==> config.mk <==
export PLATFORM = sky130hd
export DESIGN_NAME = chm_control
export DESIGN_NICKNAME = d
export VERILOG_FILES = /design/src/sv/chm_pkg.sv /design/src/sv/chm_control.sv
export SDC_FILE = /design/constraint.sdc
export NUM_CORES = 1
export LEC_CHECK = 0
export BUFFER_PORTS_ARGS = -buffer_cell sky130_fd_sc_hd__buf_4
export CORE_AREA = 2 2 39 41
export DETAILED_ROUTE_END_ITERATION = 16
export DIE_AREA = 0 0 41 43
export GPL_TIMING_DRIVEN = 0
export PLACE_DENSITY_LB_ADDON = 0.2
export SYNTH_ARGS = -nofsm -noshare
export SYNTH_HDL_FRONTEND = slang
export SYNTH_SLANG_ARGS = --single-unit
export TNS_END_PERCENT = 20
==> constraint.sdc <==
create_clock -name clock -period 2.3 [get_ports clock]
set_input_delay 0.345 -clock clock [delete_from_list [all_inputs] [get_ports clock]]
set_output_delay 0.345 -clock clock [all_outputs]
set_load 0.03 [all_outputs]
==> src/sv/chm_pkg.sv <==
// ----------------------------------------------------------------------------
// chm_pkg
// Shared types and constants of the chained hash map.
// ----------------------------------------------------------------------------
package chm_pkg;
   localparam int ENTRY_SLOTS = 256;
   localparam int BIN_COUNT   = 512;
   localparam int SLOT_W      = $clog2(ENTRY_SLOTS);
   localparam int PTR_W       = SLOT_W + 1;
   localparam int BIN_W       = $clog2(BIN_COUNT);
   localparam int CNT_W       = PTR_W;
   localparam int STEP_W      = SLOT_W + 1;

   localparam logic [1:0] REQ_SET = 2'd0;
   localparam logic [1:0] REQ_GET = 2'd1;
   localparam logic [1:0] REQ_DEL = 2'd2;
   localparam logic [1:0] REQ_BAD = 2'd3;  // unknown request, changes nothing

   // Datapath commands, one per controller step.
   localparam logic [3:0] CMD_NONE    = 4'd0;
   localparam logic [3:0] CMD_LOAD    = 4'd1;  // capture request, read bin head
   localparam logic [3:0] CMD_HEAD    = 4'd2;  // take bin head as current
   localparam logic [3:0] CMD_RDSLOT  = 4'd3;  // read key/value/link of current
   localparam logic [3:0] CMD_ADVANCE = 4'd4;  // move to next slot in chain
   localparam logic [3:0] CMD_UPDATE  = 4'd5;  // set hit: write value
   localparam logic [3:0] CMD_FRLINK  = 4'd6;  // read link of free head
   localparam logic [3:0] CMD_INSERT  = 4'd7;  // link fresh slot at bin head
   localparam logic [3:0] CMD_UNLINK  = 4'd8;  // delete hit: unlink, count down
   localparam logic [3:0] CMD_RESULT  = 4'd9;  // build result, free a deleted slot
   localparam logic [3:0] CMD_CLEAR   = 4'd10; // clearing pass step

   typedef struct packed {
      logic [3:0] cmd;
      logic       hit;
      logic       full;
   } cmd_type;

   typedef struct packed {
      logic [1:0] req;
      logic       cur_null;
      logic       key_match;
      logic       free_null;
      logic       clear_done;
      logic       step_limit;
   } status_type;
endpackage

==> src/sv/chm_control.sv <==
// ----------------------------------------------------------------------------
// chm_control
// Sequencer of the hash map: clearing pass, chain walk, update, result.
// ----------------------------------------------------------------------------
module chm_control (
   input  logic                clock,
   input  logic                reset,
   input  chm_pkg::status_type status,
   output chm_pkg::cmd_type    cmd,
   input  logic                req_tvalid,
   output logic                req_tready,
   output logic                rsp_tvalid,
   input  logic                rsp_tready
);
   localparam logic [3:0] S_CLEAR = 4'd0;
   localparam logic [3:0] S_IDLE  = 4'd1;
   localparam logic [3:0] S_HEAD  = 4'd2;
   localparam logic [3:0] S_CHECK = 4'd3;
   localparam logic [3:0] S_MATCH = 4'd6;
   localparam logic [3:0] S_INS   = 4'd8;
   localparam logic [3:0] S_DEL   = 4'd9;
   localparam logic [3:0] S_RES   = 4'd10;

   logic [3:0] state_ff, state_in;
   logic hit_ff, hit_in, full_ff, full_in, vld_ff, vld_in;

   assign rsp_tvalid = vld_ff;
   assign req_tready = (state_ff == S_IDLE) && (!vld_ff || rsp_tready);

   always_comb begin
      state_in = state_ff;
      hit_in   = hit_ff;
      full_in  = full_ff;
      vld_in   = vld_ff && !rsp_tready;
      cmd.cmd  = chm_pkg::CMD_NONE;
      cmd.hit  = hit_ff;
      cmd.full = full_ff;
      case (state_ff)
         S_CLEAR: begin
            if (status.clear_done) state_in = S_IDLE;
            else cmd.cmd = chm_pkg::CMD_CLEAR;
         end
         S_IDLE: begin
            if (req_tvalid && req_tready) begin
               cmd.cmd  = chm_pkg::CMD_LOAD;
               hit_in   = 1'b0;
               full_in  = 1'b0;
               state_in = S_HEAD;
            end
         end
         S_HEAD: begin
            cmd.cmd  = chm_pkg::CMD_HEAD;
            state_in = (status.req == chm_pkg::REQ_BAD) ? S_RES : S_CHECK;
         end
         S_CHECK: begin
            if (status.cur_null || status.step_limit) begin
               if (status.req == chm_pkg::REQ_SET && !status.free_null) begin
                  cmd.cmd = chm_pkg::CMD_FRLINK;
                  state_in = S_INS;
               end else begin
                  full_in  = (status.req == chm_pkg::REQ_SET);
                  state_in = S_RES;
               end
            end else begin
               cmd.cmd  = chm_pkg::CMD_RDSLOT;
               state_in = S_MATCH;
            end
         end
         S_MATCH: begin
            if (status.key_match) begin
               hit_in = 1'b1;
               if (status.req == chm_pkg::REQ_SET) begin
                  cmd.cmd = chm_pkg::CMD_UPDATE;
                  state_in = S_RES;
               end else if (status.req == chm_pkg::REQ_DEL) begin
                  state_in = S_DEL;
               end else begin
                  state_in = S_RES;
               end
            end else begin
               cmd.cmd  = chm_pkg::CMD_ADVANCE;
               state_in = S_CHECK;
            end
         end
         S_INS: begin
            cmd.cmd  = chm_pkg::CMD_INSERT;
            state_in = S_RES;
         end
         S_DEL: begin
            cmd.cmd  = chm_pkg::CMD_UNLINK;
            state_in = S_RES;
         end
         S_RES: begin
            if (!vld_ff || rsp_tready) begin
               cmd.cmd  = chm_pkg::CMD_RESULT;
               vld_in   = 1'b1;
               state_in = S_IDLE;
            end
         end
         default: state_in = S_IDLE;
      endcase
   end

   always_ff @(posedge clock) begin
      if (reset) begin
         state_ff <= S_CLEAR;
         hit_ff   <= 1'b0;
         full_ff  <= 1'b0;
         vld_ff   <= 1'b0;
      end else begin
         state_ff <= state_in;
         hit_ff   <= hit_in;
         full_ff  <= full_in;
         vld_ff   <= vld_in;
      end
   end
endmodule

==> metrics <==
status finished clean; reg2reg start state_ff[0]$_SDFFE_PP0P_; adder-cell share of the synthesized area 0%; H-tree depth 1; worst IR drop on VDD 0.000296 V; setup TNS 0 ns; largest family of logic cells by synthesized area simple AND/OR/NAND/NOR gates; CTS root buf clkbuf_4; sequential area share after synthesis 24.3%; remaining global-route overflow 0; setup bufs post-CTS 0; Post-CTS Hold Buffers 0; CP endpoint kind output pin; die area 1760 µm²; ys async rst share 0%; Critical Path, Cell by Cell clkbuf_1 -> nand4_1 -> o32ai_1 -> buf_4; Yosys cell types 38; Routed Antenna Nets 0; GRT Util Overall 18.0%; Fillers 135; Post-DP Area 731 µm²; fin util 54.7%; YS warnings 0; Critical Path Start Type flip-flop; DR WL/cell 12.9 µm; RR Endpoint state_ff[3]$_SDFFE_PP0P_; CP Buf/Inv Count 2; final non-filler cell total 112; final wirelength 1450 µm; Synth Area in Simple Gates 33.9%; Hold Crit Start reset; most frequent cells after synthesis dfxtp_1 (7), a21oi_1 (5), nor2_1 (5); RSZ-0062 raised after global routing false; Relative slew margins 74.7%; Worst Skew 0.00110 ns; Hold Path Depth 2; worst-case reg-to-reg path depth 5; drt drc 0; most common flop cell mapped by yosys dfxtp_1; Post-synth EDFFs 0; Compound-Gate Fraction of Synth Area 32.4%; Sink Count 7; Fin. Hold Viols 0; Post-Syn Area 576 µm²; Area contributors post-synth dfxtp_1 (24%), a21oi_1 (4.3%), nand2b_1 (4.3%), buf_4 (3.9%), nand4bb_1 (3.9%); Final min period 2.10 ns; Via Count 659; design area 757 µm²; CTS tree yes; die height 43 µm; PortBufs 18; post-synthesis mux area share 1.74%; Post-Synth XOR/XNOR Area 0%; area share of the largest cell type after synthesis 24.3%; post-CTS sizing 0; Initial Utilization 41.6%; Worst path slowest cell dfxtp_1; Worst-Skew Late Latency 0.25 ns; share of layout cells above drive strength 1 33.3%; Clock Pin Slew Worst Setup and Hold Paths 0.05 ns; Core Area 1380 µm²; DRT Pass-1 Iters 4; Placed Instances 108; Mapped Avg Cell Area 7.78 µm²; post-synth top area cell dfxtp_1; initial drt markers 11; hpwl dp 1140 µm; leakage power 0.292 nW; global-route wire length before repair 2180 µm; nets@finish 108; Synth-to-Final Area Change 31.5%; clk buf depth 2; Worst EP arrival 1.76 ns; Ports 19; Mapped Cells 74; Num CTS Buffers 3; vias in the first global route 550; worst stage delay on the critical path 0.44 ns; largest net degree at the start of global routing 11; initial antenna violation count 0; Hold Crit Class primary input to flip-flop; Mapped Nets 85; most numerous cell in the Yosys netlist dfxtp_1; Setup CP Type flip-flop to output pin; ant diodes 0; R2R setup slack 0.97 ns; Die Width 41 µm; synthesis-stage register bit count 7; max-slew violations 0; Worst Hold Path EP rsp_tvalid$_SDFF_PP0_; # setup viols final 0; Final period util 91.4%; fmax 476 MHz; CP top delay family buffers and inverters; FP Rows 14; routability cong. 0.788; Worst-Margin Slew 0.379 ns; Critical Path Fanout Max 10; Max-Cap Viols 0; pwr dens 524 nW/µm²; CP required 1.96 ns; vias per inst 5.88
[sequential cells by signal, indices dropped and copies added (netlist names)]
name,flops
rsp_tvalid,1
hit_ff,1
state_ff,4
full_ff,1
[cell families (layout without fill, tap and decap cells)]
| logic type | count (synthesis) | count (layout) |
|---|---|---|
| AND/OR/NAND/NOR | 32 | 32 |
| AO/OA/AOI/OAI | 26 | 26 |
| buffers and inverters | 8 | 30 |
| flip-flops | 7 | 7 |
| multiplexers | 1 | 1 |
[power breakdown]
group	internal, mW	switching (mW)
Clock	0.0660	0.0422
Sequential	0.127	0.00615
Combinational	0.0666	0.0895
Total	0.259	0.138
[routing by layer]
layer | vias to the layer above | global-route usage [%] | part of all wire, %
li1 | 327 | - | -
met1 | 300 | 23.9 | 41
met2 | 32 | 27.2 | 50
met3 | 0 | 4.71 | 8.0
met4 | 0 | 6.00 | 0
met5 | - | 0 | 0
[worst reg2reg max path: cells and delay by family (launching register included)]
| kind | cells | cell delay [ns] |
|---|---|---|
| AO/OA/AOI/OAI | 2 | 0.38 |
| buffers and inverters | 1 | 0.19 |
| flip-flops | 1 | 0.33 |
| AND/OR/NAND/NOR | 2 | 0.35 |
[area by class of cell]
cell class	instances	area, µm²	share of cell area (%)
Tap cell	16	20.0	2.64
Buffer	6	36.3	4.79
Clock buffer	4	26.3	3.47
Timing Repair Buffer	18	135	17.9
Sequential cell	7	140	18.5
Multi-Input combinational cell	59	392	51.7
Inverter	2	7.51	0.992
[cell usage in the layout, fill, tap and decap left out, types with 3 or more instances in the layout]
master and count:
a21oi_1 5, buf_4 21, clkbuf_4 3, dfxtp_1 7, nand2_1 4, nand2b_1 4
nor2_1 5, nor2b_1 3, o211ai_1 3
[worst max path at each step]
stage                             startpoint      to  slack, ns  cells after the start
floorplan           state_ff[1]$_SDFFE_PP0P_  cmd[2]       0.31                      3
global placement    state_ff[1]$_SDFFE_PP0P_  cmd[2]       0.47                      4
detailed placement  state_ff[1]$_SDFFE_PP0P_  cmd[2]       0.46                      4
CTS                 state_ff[1]$_SDFFE_PP0P_  cmd[2]       0.19                      4
global route        state_ff[1]$_SDFFE_PP0P_  cmd[2]       0.05                      4
finish              state_ff[1]$_SDFFE_PP0P_  cmd[2]       0.20                      4
[per-stage QoR]
stage,total power [mW],setup WS (ns),hold WS [ns]
after floorplan,0.235,0.314,0.414
after detailed placement,0.290,0.459,0.439
after global placement,0.289,0.466,0.437
after global routing,0.422,0.0526,0.319
after CTS,0.402,0.194,0.314
final,0.397,0.199,0.327
Power figures use the tool's default switching activity.
